### src/rtl/lsp_pkg.sv
// ----------------------------------------------------------------------------
// lsp_pkg
// Types and constants for the line-sensor PID steering unit.
// ----------------------------------------------------------------------------
package lsp_pkg;
  localparam int IntegWidth = 24;
  localparam int GainWidth = 26;
  localparam int QueueDepth = 2;

  localparam logic [1:0] ModeLine = 2'd0;
  localparam logic [1:0] ModeCorner = 2'd1;
  localparam logic [1:0] ModeLost = 2'd2;

  localparam logic [2:0] RegMaxOne = 3'd0;
  localparam logic [2:0] RegMaxTwo = 3'd1;
  localparam logic [2:0] RegMaxThree = 3'd2;
  localparam logic [2:0] RegMaxFour = 3'd3;
  localparam logic [2:0] RegGainProp = 3'd4;
  localparam logic [2:0] RegGainInteg = 3'd5;
  localparam logic [2:0] RegGainDeriv = 3'd6;

  typedef struct packed {
    logic signed [7:0] err;
    logic [1:0] mode;
    logic integ_clear;
  } cls_item_t;

  typedef enum logic [2:0] {
    FrIdle, FrDiv, FrClass, FrPush
  } front_state_t;

  typedef enum logic [2:0] {
    BkIdle, BkInteg, BkMul, BkSum, BkOut
  } back_state_t;
endpackage

### src/rtl/lsp_front.sv
// ----------------------------------------------------------------------------
// lsp_front
// Scales the four readings to percent with a shared bit-serial divider,
// tracks the side of the line and classifies the item.
// ----------------------------------------------------------------------------
module lsp_front (
  input  logic clk,
  input  logic rst,
  input  logic valid,
  output logic ready,
  input  logic [7:0] raw_one,
  input  logic [7:0] raw_two,
  input  logic [7:0] raw_three,
  input  logic [7:0] raw_four,
  input  logic [7:0] max_one,
  input  logic [7:0] max_two,
  input  logic [7:0] max_three,
  input  logic [7:0] max_four,
  output logic push,
  input  logic full,
  output lsp_pkg::cls_item_t item
);
  lsp_pkg::front_state_t state, state_next;
  logic [7:0] raw [4];
  logic [6:0] pct [4];
  logic [1:0] sel;
  logic [3:0] bit_cnt;
  logic [14:0] dividend;
  logic [7:0] rem;
  logic [13:0] quo;
  logic mid_seen, last_left;
  logic [7:0] dvs;
  logic [8:0] trial;
  logic [8:0] rem_sh;
  logic lo0, lo1, lo2, lo3, hi0, hi1, hi2, hi3, ms, ll;
  logic signed [10:0] wsum;
  logic signed [10:0] wq;

  always_comb begin
    unique case (sel)
      2'd0: dvs = max_one;
      2'd1: dvs = max_two;
      2'd2: dvs = max_three;
      default: dvs = max_four;
    endcase
    rem_sh = {rem, dividend[14]};
    trial = rem_sh - {1'b0, dvs};
  end

  assign ready = (state == lsp_pkg::FrIdle);
  assign push = (state == lsp_pkg::FrPush) && !full;

  always_comb begin
    state_next = state;
    unique case (state)
      lsp_pkg::FrIdle: if (valid) state_next = lsp_pkg::FrDiv;
      lsp_pkg::FrDiv: if (bit_cnt == 4'd14 && sel == 2'd3) state_next = lsp_pkg::FrClass;
      lsp_pkg::FrClass: state_next = lsp_pkg::FrPush;
      lsp_pkg::FrPush: if (!full) state_next = lsp_pkg::FrIdle;
      default: state_next = lsp_pkg::FrIdle;
    endcase
  end

  always_ff @(posedge clk) begin
    if (rst) begin
      state <= lsp_pkg::FrIdle;
    end else begin
      state <= state_next;
    end
  end

  always_comb begin
    lo0 = pct[0] < 7'd40; lo1 = pct[1] < 7'd40;
    lo2 = pct[2] < 7'd40; lo3 = pct[3] < 7'd40;
    hi0 = pct[0] > 7'd80; hi1 = pct[1] > 7'd80;
    hi2 = pct[2] > 7'd80; hi3 = pct[3] > 7'd80;
    ms = mid_seen | lo1 | lo2;
    ll = last_left;
    if (ms && lo0) begin
      ll = 1'b0; ms = 1'b0;
    end else if (ms && lo3) begin
      ll = 1'b1; ms = 1'b0;
    end
    wsum = -11'sd3 * $signed({4'd0, pct[0]}) - $signed({4'd0, pct[1]})
           + $signed({4'd0, pct[2]}) + 11'sd3 * $signed({4'd0, pct[3]});
    wq = (wsum < 0) ? -((-wsum) >>> 2) : (wsum >>> 2);
  end

  always_ff @(posedge clk) begin
    if (rst) begin
      mid_seen <= 1'b0;
      last_left <= 1'b1;
    end else if (state == lsp_pkg::FrClass) begin
      mid_seen <= ms;
      last_left <= ll;
    end
  end

  always_ff @(posedge clk) begin
    if (state == lsp_pkg::FrIdle && valid) begin
      raw[0] <= raw_one; raw[1] <= raw_two; raw[2] <= raw_three; raw[3] <= raw_four;
      sel <= 2'd0;
      bit_cnt <= 4'd0;
      dividend <= {7'd0, raw_one} * 15'd100;
      rem <= 8'd0;
      quo <= 14'd0;
    end else if (state == lsp_pkg::FrDiv) begin
      if (bit_cnt == 4'd14) begin
        if (dvs == 8'd0 || {quo, !trial[8]} > 15'd100) pct[sel] <= 7'd100;
        else pct[sel] <= 7'({quo, !trial[8]});
        bit_cnt <= 4'd0;
        sel <= sel + 2'd1;
        rem <= 8'd0;
        quo <= 14'd0;
        dividend <= {7'd0, raw[2'(sel + 2'd1)]} * 15'd100;
      end else begin
        rem <= trial[8] ? rem_sh[7:0] : trial[7:0];
        quo <= {quo[12:0], !trial[8]};
        dividend <= {dividend[13:0], 1'b0};
        bit_cnt <= bit_cnt + 4'd1;
      end
    end else if (state == lsp_pkg::FrClass) begin
      if (!hi0 && !hi1 && !hi2 && !hi3 && !(pct[0] == 7'd80) && !(pct[1] == 7'd80)
          && !(pct[2] == 7'd80) && !(pct[3] == 7'd80)) begin
        item.err <= 8'sd0; item.mode <= lsp_pkg::ModeLine; item.integ_clear <= 1'b1;
      end else if (hi0 && hi1 && hi2 && hi3) begin
        item.err <= ll ? -8'sd100 : 8'sd100; item.mode <= lsp_pkg::ModeLost;
        item.integ_clear <= 1'b1;
      end else if (hi1 && hi2 && hi0) begin
        item.err <= -8'sd60; item.mode <= lsp_pkg::ModeCorner; item.integ_clear <= 1'b1;
      end else if (hi1 && hi2 && hi3) begin
        item.err <= 8'sd60; item.mode <= lsp_pkg::ModeCorner; item.integ_clear <= 1'b1;
      end else begin
        item.err <= 8'(wq); item.mode <= lsp_pkg::ModeLine; item.integ_clear <= 1'b0;
      end
    end
  end
endmodule

### src/rtl/lsp_queue.sv
// ----------------------------------------------------------------------------
// lsp_queue
// Two-entry queue between the classifier and the PID datapath.
// ----------------------------------------------------------------------------
module lsp_queue (
  input  logic clk,
  input  logic rst,
  input  logic push,
  input  lsp_pkg::cls_item_t push_item,
  output logic full,
  input  logic pop,
  output logic nonempty,
  output lsp_pkg::cls_item_t pop_item
);
  lsp_pkg::cls_item_t mem [lsp_pkg::QueueDepth];
  logic wr_ptr, rd_ptr;
  logic [1:0] count;

  assign full = (count == 2'(lsp_pkg::QueueDepth));
  assign nonempty = (count != 2'd0);
  assign pop_item = mem[rd_ptr];

  always_ff @(posedge clk) begin
    if (push) mem[wr_ptr] <= push_item;
  end

  always_ff @(posedge clk) begin
    if (rst) begin
      wr_ptr <= 1'b0; rd_ptr <= 1'b0; count <= 2'd0;
    end else begin
      if (push) wr_ptr <= ~wr_ptr;
      if (pop) rd_ptr <= ~rd_ptr;
      count <= count + 2'(push) - 2'(pop);
    end
  end
endmodule

### src/rtl/lsp_back.sv
// ----------------------------------------------------------------------------
// lsp_back
// Saturating integrator and PID sum with one shared multiplier.
// ----------------------------------------------------------------------------
module lsp_back (
  input  logic clk,
  input  logic rst,
  input  logic nonempty,
  input  lsp_pkg::cls_item_t item,
  output logic pop,
  input  logic [lsp_pkg::GainWidth-1:0] gain_prop,
  input  logic [lsp_pkg::GainWidth-1:0] gain_integ,
  input  logic [lsp_pkg::GainWidth-1:0] gain_deriv,
  output logic valid,
  input  logic ready,
  output logic signed [6:0] steer,
  output logic signed [7:0] position_error,
  output logic [1:0] track_mode
);
  localparam int IW = lsp_pkg::IntegWidth;
  localparam int AW = 44;
  localparam logic signed [AW-1:0] Lim = AW'(64'sd50 * 64'sd65536);
  localparam logic [41:0] TermLim = 42'd1 << 40;

  lsp_pkg::back_state_t state, state_next;
  logic signed [IW-1:0] integ;
  logic signed [7:0] prev_err, err;
  logic [1:0] mode;
  logic integ_clear;
  logic [1:0] term;
  logic signed [AW-1:0] acc;
  logic [IW:0] mag;
  logic neg;
  logic [lsp_pkg::GainWidth-1:0] gsel;
  logic [IW+lsp_pkg::GainWidth:0] prod;
  logic [41:0] psat;
  logic signed [IW+1:0] isum;
  logic signed [8:0] dval;
  logic signed [IW:0] opnd;
  logic signed [AW-1:0] clamped;
  logic [AW-1:0] absv;

  always_comb begin
    isum = $signed({{2{integ[IW-1]}}, integ}) + $signed({{(IW-6){err[7]}}, err});
    dval = $signed({err[7], err}) - $signed({prev_err[7], prev_err});
    unique case (term)
      2'd0: begin gsel = gain_prop; opnd = (IW+1)'(err); end
      2'd1: begin gsel = gain_integ; opnd = (IW+1)'(integ); end
      default: begin gsel = gain_deriv; opnd = (IW+1)'(dval); end
    endcase
    mag = opnd[IW] ? (IW+1)'(-opnd) : opnd;
    psat = (prod > (IW+lsp_pkg::GainWidth+1)'(TermLim)) ? TermLim : 42'(prod);
    clamped = (acc > Lim) ? Lim : ((acc < -Lim) ? -Lim : acc);
    absv = clamped[AW-1] ? AW'(-clamped) : clamped;
  end

  assign pop = (state == lsp_pkg::BkIdle) && nonempty;

  always_comb begin
    state_next = state;
    unique case (state)
      lsp_pkg::BkIdle: if (nonempty) state_next = lsp_pkg::BkInteg;
      lsp_pkg::BkInteg: state_next = lsp_pkg::BkMul;
      lsp_pkg::BkMul: state_next = lsp_pkg::BkSum;
      lsp_pkg::BkSum: state_next = (term == 2'd2) ? lsp_pkg::BkOut : lsp_pkg::BkMul;
      lsp_pkg::BkOut: if (!valid || ready) state_next = lsp_pkg::BkIdle;
      default: state_next = lsp_pkg::BkIdle;
    endcase
  end

  always_ff @(posedge clk) begin
    if (rst) begin
      state <= lsp_pkg::BkIdle;
      valid <= 1'b0;
      integ <= '0;
      prev_err <= '0;
    end else begin
      state <= state_next;
      if (state == lsp_pkg::BkOut && (!valid || ready)) begin
        valid <= 1'b1;
        steer <= clamped[AW-1] ? -7'(absv >> 16) : 7'(absv >> 16);
        position_error <= err;
        track_mode <= mode;
        prev_err <= err;
      end else if (valid && ready) begin
        valid <= 1'b0;
      end
      if (state == lsp_pkg::BkIdle && nonempty) begin
        err <= item.err; mode <= item.mode; integ_clear <= item.integ_clear;
        term <= 2'd0; acc <= '0;
      end
      if (state == lsp_pkg::BkInteg) begin
        if (integ_clear) integ <= '0;
        else if (isum > $signed((IW+2)'({1'b0, {(IW-1){1'b1}}})))
          integ <= {1'b0, {(IW-1){1'b1}}};
        else if (isum < -$signed((IW+2)'({1'b1, {(IW-1){1'b0}}})))
          integ <= {1'b1, {(IW-1){1'b0}}};
        else integ <= IW'(isum);
      end
      if (state == lsp_pkg::BkMul) begin
        prod <= mag * gsel;
        neg <= opnd[IW];
      end
      if (state == lsp_pkg::BkSum) begin
        acc <= neg ? acc - AW'(psat) : acc + AW'(psat);
        term <= term + 2'd1;
      end
    end
  end
endmodule

### src/rtl/line_sensor_pid_steering_unit.sv
// ----------------------------------------------------------------------------
// line_sensor_pid_steering_unit
// Line-sensor classification and fixed-point PID steering correction.
// ----------------------------------------------------------------------------
// Channel  Handshake        Payload
// input    valid / ready    raw_one, raw_two, raw_three, raw_four
// output   out_valid/ready  steer, position_error, track_mode
// config   cfg_we           cfg_index, cfg_data
// The front runs four 15-step serial divisions per item and takes no new item until it has pushed.
// The back makes three passes per item through one multiplier.
// Reset is synchronous; it restores the register defaults and clears the control state and the integrator.
// A stalled output holds the back; the queue lets the front run ahead.
module line_sensor_pid_steering_unit (
  input  logic clk,
  input  logic rst,
  input  logic valid,
  output logic ready,
  input  logic [7:0] raw_one,
  input  logic [7:0] raw_two,
  input  logic [7:0] raw_three,
  input  logic [7:0] raw_four,
  output logic out_valid,
  input  logic out_ready,
  output logic signed [6:0] steer,
  output logic signed [7:0] position_error,
  output logic [1:0] track_mode,
  input  logic cfg_we,
  input  logic [2:0] cfg_index,
  input  logic [25:0] cfg_data
);
  logic [7:0] max_one, max_two, max_three, max_four;
  logic [25:0] gain_prop, gain_integ, gain_deriv;
  logic push, full, pop, nonempty;
  lsp_pkg::cls_item_t push_item, pop_item;

  always_ff @(posedge clk) begin
    if (rst) begin
      max_one <= 8'd54; max_two <= 8'd44; max_three <= 8'd41; max_four <= 8'd50;
      gain_prop <= 26'd32768; gain_integ <= 26'd98; gain_deriv <= 26'd65536000;
    end else if (cfg_we) begin
      unique case (cfg_index)
        lsp_pkg::RegMaxOne: max_one <= cfg_data[7:0];
        lsp_pkg::RegMaxTwo: max_two <= cfg_data[7:0];
        lsp_pkg::RegMaxThree: max_three <= cfg_data[7:0];
        lsp_pkg::RegMaxFour: max_four <= cfg_data[7:0];
        lsp_pkg::RegGainProp: gain_prop <= cfg_data;
        lsp_pkg::RegGainInteg: gain_integ <= cfg_data;
        lsp_pkg::RegGainDeriv: gain_deriv <= cfg_data;
        default: ;
      endcase
    end
  end

  lsp_front u_front (.clk, .rst, .valid, .ready, .raw_one, .raw_two, .raw_three,
    .raw_four, .max_one, .max_two, .max_three, .max_four, .push, .full,
    .item(push_item));
  lsp_queue u_queue (.clk, .rst, .push, .push_item, .full, .pop, .nonempty,
    .pop_item);
  lsp_back u_back (.clk, .rst, .nonempty, .item(pop_item), .pop, .gain_prop,
    .gain_integ, .gain_deriv, .valid(out_valid), .ready(out_ready), .steer,
    .position_error, .track_mode);
endmodule

### config.mk
export PLATFORM = sky130hd
export DESIGN_NAME = line_sensor_pid_steering_unit
export DESIGN_NICKNAME = d
export VERILOG_FILES = /design/src/rtl/lsp_pkg.sv /design/src/rtl/lsp_front.sv /design/src/rtl/lsp_queue.sv /design/src/rtl/lsp_back.sv /design/src/rtl/line_sensor_pid_steering_unit.sv
export SDC_FILE = /design/constraint.sdc
export NUM_CORES = 2
export LEC_CHECK = 0
export BUFFER_PORTS_ARGS = -buffer_cell sky130_fd_sc_hd__clkbuf_2
export CORE_ASPECT_RATIO = 0.6
export CORE_UTILIZATION = 46
export CTS_CLUSTER_DIAMETER = 150
export CTS_CLUSTER_SIZE = 40
export DETAILED_ROUTE_END_ITERATION = 12
export PLACE_DENSITY = 0.65
export SLEW_MARGIN = 30
export SYNTH_ARGS = -nofsm -noshare
export SYNTH_HDL_FRONTEND = slang
export SYNTH_SLANG_ARGS = --single-unit
### constraint.sdc
create_clock -name clk -period 12.5 [get_ports clk]
set_input_delay 0 -clock clk [delete_from_list [all_inputs] [get_ports clk]]
set_output_delay 0 -clock clk [all_outputs]
set_load 0.05 [all_outputs]
==> flow_metrics.env <==
export IMPL_outcome="complete, no violations"
export IMPL_placement_io_buffers=84
export IMPL_maxCapViolations=0
export IMPL_vdd_ir_drop_max_uv=877
export IMPL_worst_setup_path_end_kind="flop"
export IMPL_root_buffer="clkbuf_16"
export IMPL_placed_cell_area_sq_um=48300
export IMPL_cts_setup_buffers=0
export IMPL_synth_fa_ha_area_share_pct=35.6
export IMPL_ys_ff_latch=414
export IMPL_drtAntennaViolNets=0
export IMPL_numClockSinks=414
export IMPL_power_density_nw_per_um2=229
export IMPL_drtIter0Drc=3861
export IMPL_synth_edff_count=232
export IMPL_place_congestion=1.07
export IMPL_via_per_inst=5.61
export IMPL_core_sq_um=98800
export IMPL_num_antenna_cells=0
export IMPL_crit_buf_inv=6
export IMPL_worstSetupPathType="flop to flop"
export IMPL_synthSimpleGateAreaFrac_pct=15.6
export IMPL_m1WireLength_microns=71100
export IMPL_period_share_pct=89.8
export IMPL_synth_top_family_by_area="adder cells"
export IMPL_start_kind="flop"
export IMPL_pre_cts_ws_ns=1.44
export IMPL_grt_first_pass_wirelength_microns=219000
export IMPL_avgSynthCellArea_sq_um=8.97
export IMPL_hold_viol_final=0
export IMPL_clock_fmax_mhz=89.1
export IMPL_cpMostUsedCell="fa_1"
export IMPL_final_cell_mix="inv_1, nand2_1, fa_1, nor2_1, ha_1"
export IMPL_setup_viol=0
export IMPL_wl_per_cell_microns=22.3
export IMPL_synth_xor_xnor_area_share_pct=4.04
export IMPL_die_h_microns=247
export IMPL_grt_usage_pct=28.6
export IMPL_leakage_nw=22.4
export IMPL_cpMaxStageDelayCell="fa_1"
export IMPL_place_inst=6454
export IMPL_multiInputGateArea_sq_um=32000
export IMPL_synthMuxAreaShare_pct=1.25
export IMPL_route_detailed_drc=0
export IMPL_hold_class="input port to flop"
export IMPL_wl_met2_microns=52000
export IMPL_required_ns=12.81
export IMPL_die_w_microns=410
export IMPL_crit_family="adder cells"
export IMPL_dieArea_sq_um=101000
export IMPL_final_common_cell="inv_1"
export IMPL_final_nets=6240
export IMPL_synth_cells=5130
export IMPL_routed_wl_microns=146000
export IMPL_synth_flop_cell="edfxtp_1"
export IMPL_max_slew_margin_pct=26.3
export IMPL_tns_ns=0
export IMPL_cts_tree="built"
export IMPL_cpPeakStageDelay_ns=0.64
export IMPL_r2r_slack_ns=1.27
export IMPL_clk_latency_ns=0.60
export IMPL_io_pins=85
export IMPL_register_area_sq_um=10600
export IMPL_rsz0062_at_grt="no"
export IMPL_slew_violations=0
export IMPL_setup_ws_ns=1.27
export IMPL_drt_pass1_iterations=9
export IMPL_grt_max_degree=110
export IMPL_vias=36700
export IMPL_ys_warnings_count=0
export IMPL_wl_met3_microns=20800
export IMPL_cts_resized=0
export IMPL_finClkSkew_ns=0.0428
export IMPL_h_tree_depth=1
export IMPL_ys_types=99
export IMPL_routed_top_layer="met5"
export IMPL_grt_overflow_total=0
export IMPL_period_minus_slack_ns=11.23
export IMPL_clockBufferDepth=3
export IMPL_syn_to_final_growth_pct=7.32
export IMPL_async_flop_share_pct=0
export IMPL_cts_made_buffers=14
export IMPL_hpwl_microns=117000
export IMPL_arrival_ns=11.54
export IMPL_crit_fanout=15
export IMPL_tightest_slew_ns=1.10
export IMPL_synth_compound_area_share_pct=12.2
export IMPL_start_util_pct=46.6
export IMPL_std_cell_rows=89
export IMPL_syn_area_sq_um=46000
export IMPL_drive_gt1_share_pct=5.61
export IMPL_clk_pin_slew_ns=0.14
export IMPL_antenna_found_initial=3
export IMPL_ys_seq_area_share_pct=23.0
export IMPL_fin_util_pct=50.0
export IMPL_fill_cells=9213
export IMPL_instances_no_fill=6541
export IMPL_grt_pass1_vias=35200
export IMPL_finalInstanceArea_sq_um=49400
[per-layer routing]
layer	vias to the layer above	GRT usage (%)
met2	1642	35.4
met4	4	3.30
met1	18000	45.1
met3	128	13.0
met5	-	0
li1	16900	-
[state kept, by name, summed over array words and instances, names as in the netlist, 3 cells and up]
| register | flops |
|---|---|
| gain_deriv | 26 |
| gain_prop | 26 |
| u_front.raw | 32 |
| u_back.err | 8 |
| u_back.acc | 44 |
| max_four | 8 |
| max_one | 8 |
| u_back.state | 3 |
| u_queue.mem | 22 |
| u_front.quo | 14 |
| u_back.position_error | 8 |
| u_back.prev_err | 8 |
| u_front.item | 11 |
| max_three | 8 |
| u_front.bit_cnt | 4 |
| u_front.pct | 28 |
| gain_integ | 26 |
| u_back.integ | 24 |
| u_back.steer | 7 |
| u_front.dividend | 13 |
| u_front.rem | 8 |
| max_two | 8 |
| u_back.prod | 51 |
[layout make-up]
| class | count | share of cell area [%] |
|---|---|---|
| Clock buffer | 20 | 0.755 |
| Clock inverter | 3 | 0.0962 |
| Inverter | 808 | 6.14 |
| Multi-Input combinational cell | 3747 | 64.8 |
| Sequential cell | 414 | 21.5 |
| Tap cell | 1319 | 3.34 |
| Timing Repair Buffer | 230 | 3.41 |
[kinds of logic (layout without fill, tap and decap cells)]
logic type,after synthesis,count (layout)
other,2,26
AND/OR/NAND/NOR,1649,1649
multiplexers,46,46
XOR/XNOR,208,208
adder cells (fa/ha/maj),960,960
AO/OA/AOI/OAI,858,858
flip-flops,414,414
buffers and inverters,993,1061
[final timing paths]
kind	endpoint	from	cells past startpoint
min reg2reg	u_back.track_mode[0]	u_back.mode[0]	0
max	u_back.prod[50]	u_back.err[0]	34
min	max_two[1]	cfg_index[2]	5
max reg2reg	u_back.prod[50]	u_back.err[0]	34
[power breakdown]
part	switching, mW	total, mW	leakage, nW	internal (mW)
Combinational	5.51	8.60	18.6	3.09
Sequential	0.170	2.05	3.62	1.88
Clock	0.442	0.665	0.202	0.222
[cell usage after synthesis (41+ instances only)]
cell,number,share of area (%)
inv_1,807,6.6
nand2_1,756,6.2
fa_1,581,25
nor2_1,510,4.2
ha_1,378,10
a21oi_1,307,3.3
edfxtp_1,232,15
dfxtp_1,182,7.9
o21ai_0,129,1.4
clkbuf_1,124,1.0
xnor2_1,108,2.1
a21o_1,99,1.6
xor2_1,96,1.8
nor3_1,57,0.62
a22o_1,41,0.78
[per-stage QoR]
stage / hold slack, ns / total power, mW
floorplan: 0.0989 / 7.74
global placement: 0.176 / 10.4
detailed placement: 0.179 / 10.5
CTS: 0.0297 / 11.2
global route: 0.0765 / 12.2
finish: 0.0601 / 11.3
[tightest hold or removal path, delay by kind of cell]
kind | cells | cell delay [ns]
buffers and inverters | 1 | 0.15
AO/OA/AOI/OAI | 1 | 0.05
AND/OR/NAND/NOR | 3 | 0.41
[repair_timing]
| action | in CTS | in global routing |
|---|---|---|
| setup endpoints to repair | 0 | 0 |
| hold endpoints to repair | 170 | 0 |
| hold buffers | 64 | 0 |
No activity file was read; power rests on OpenSTA's default activity.
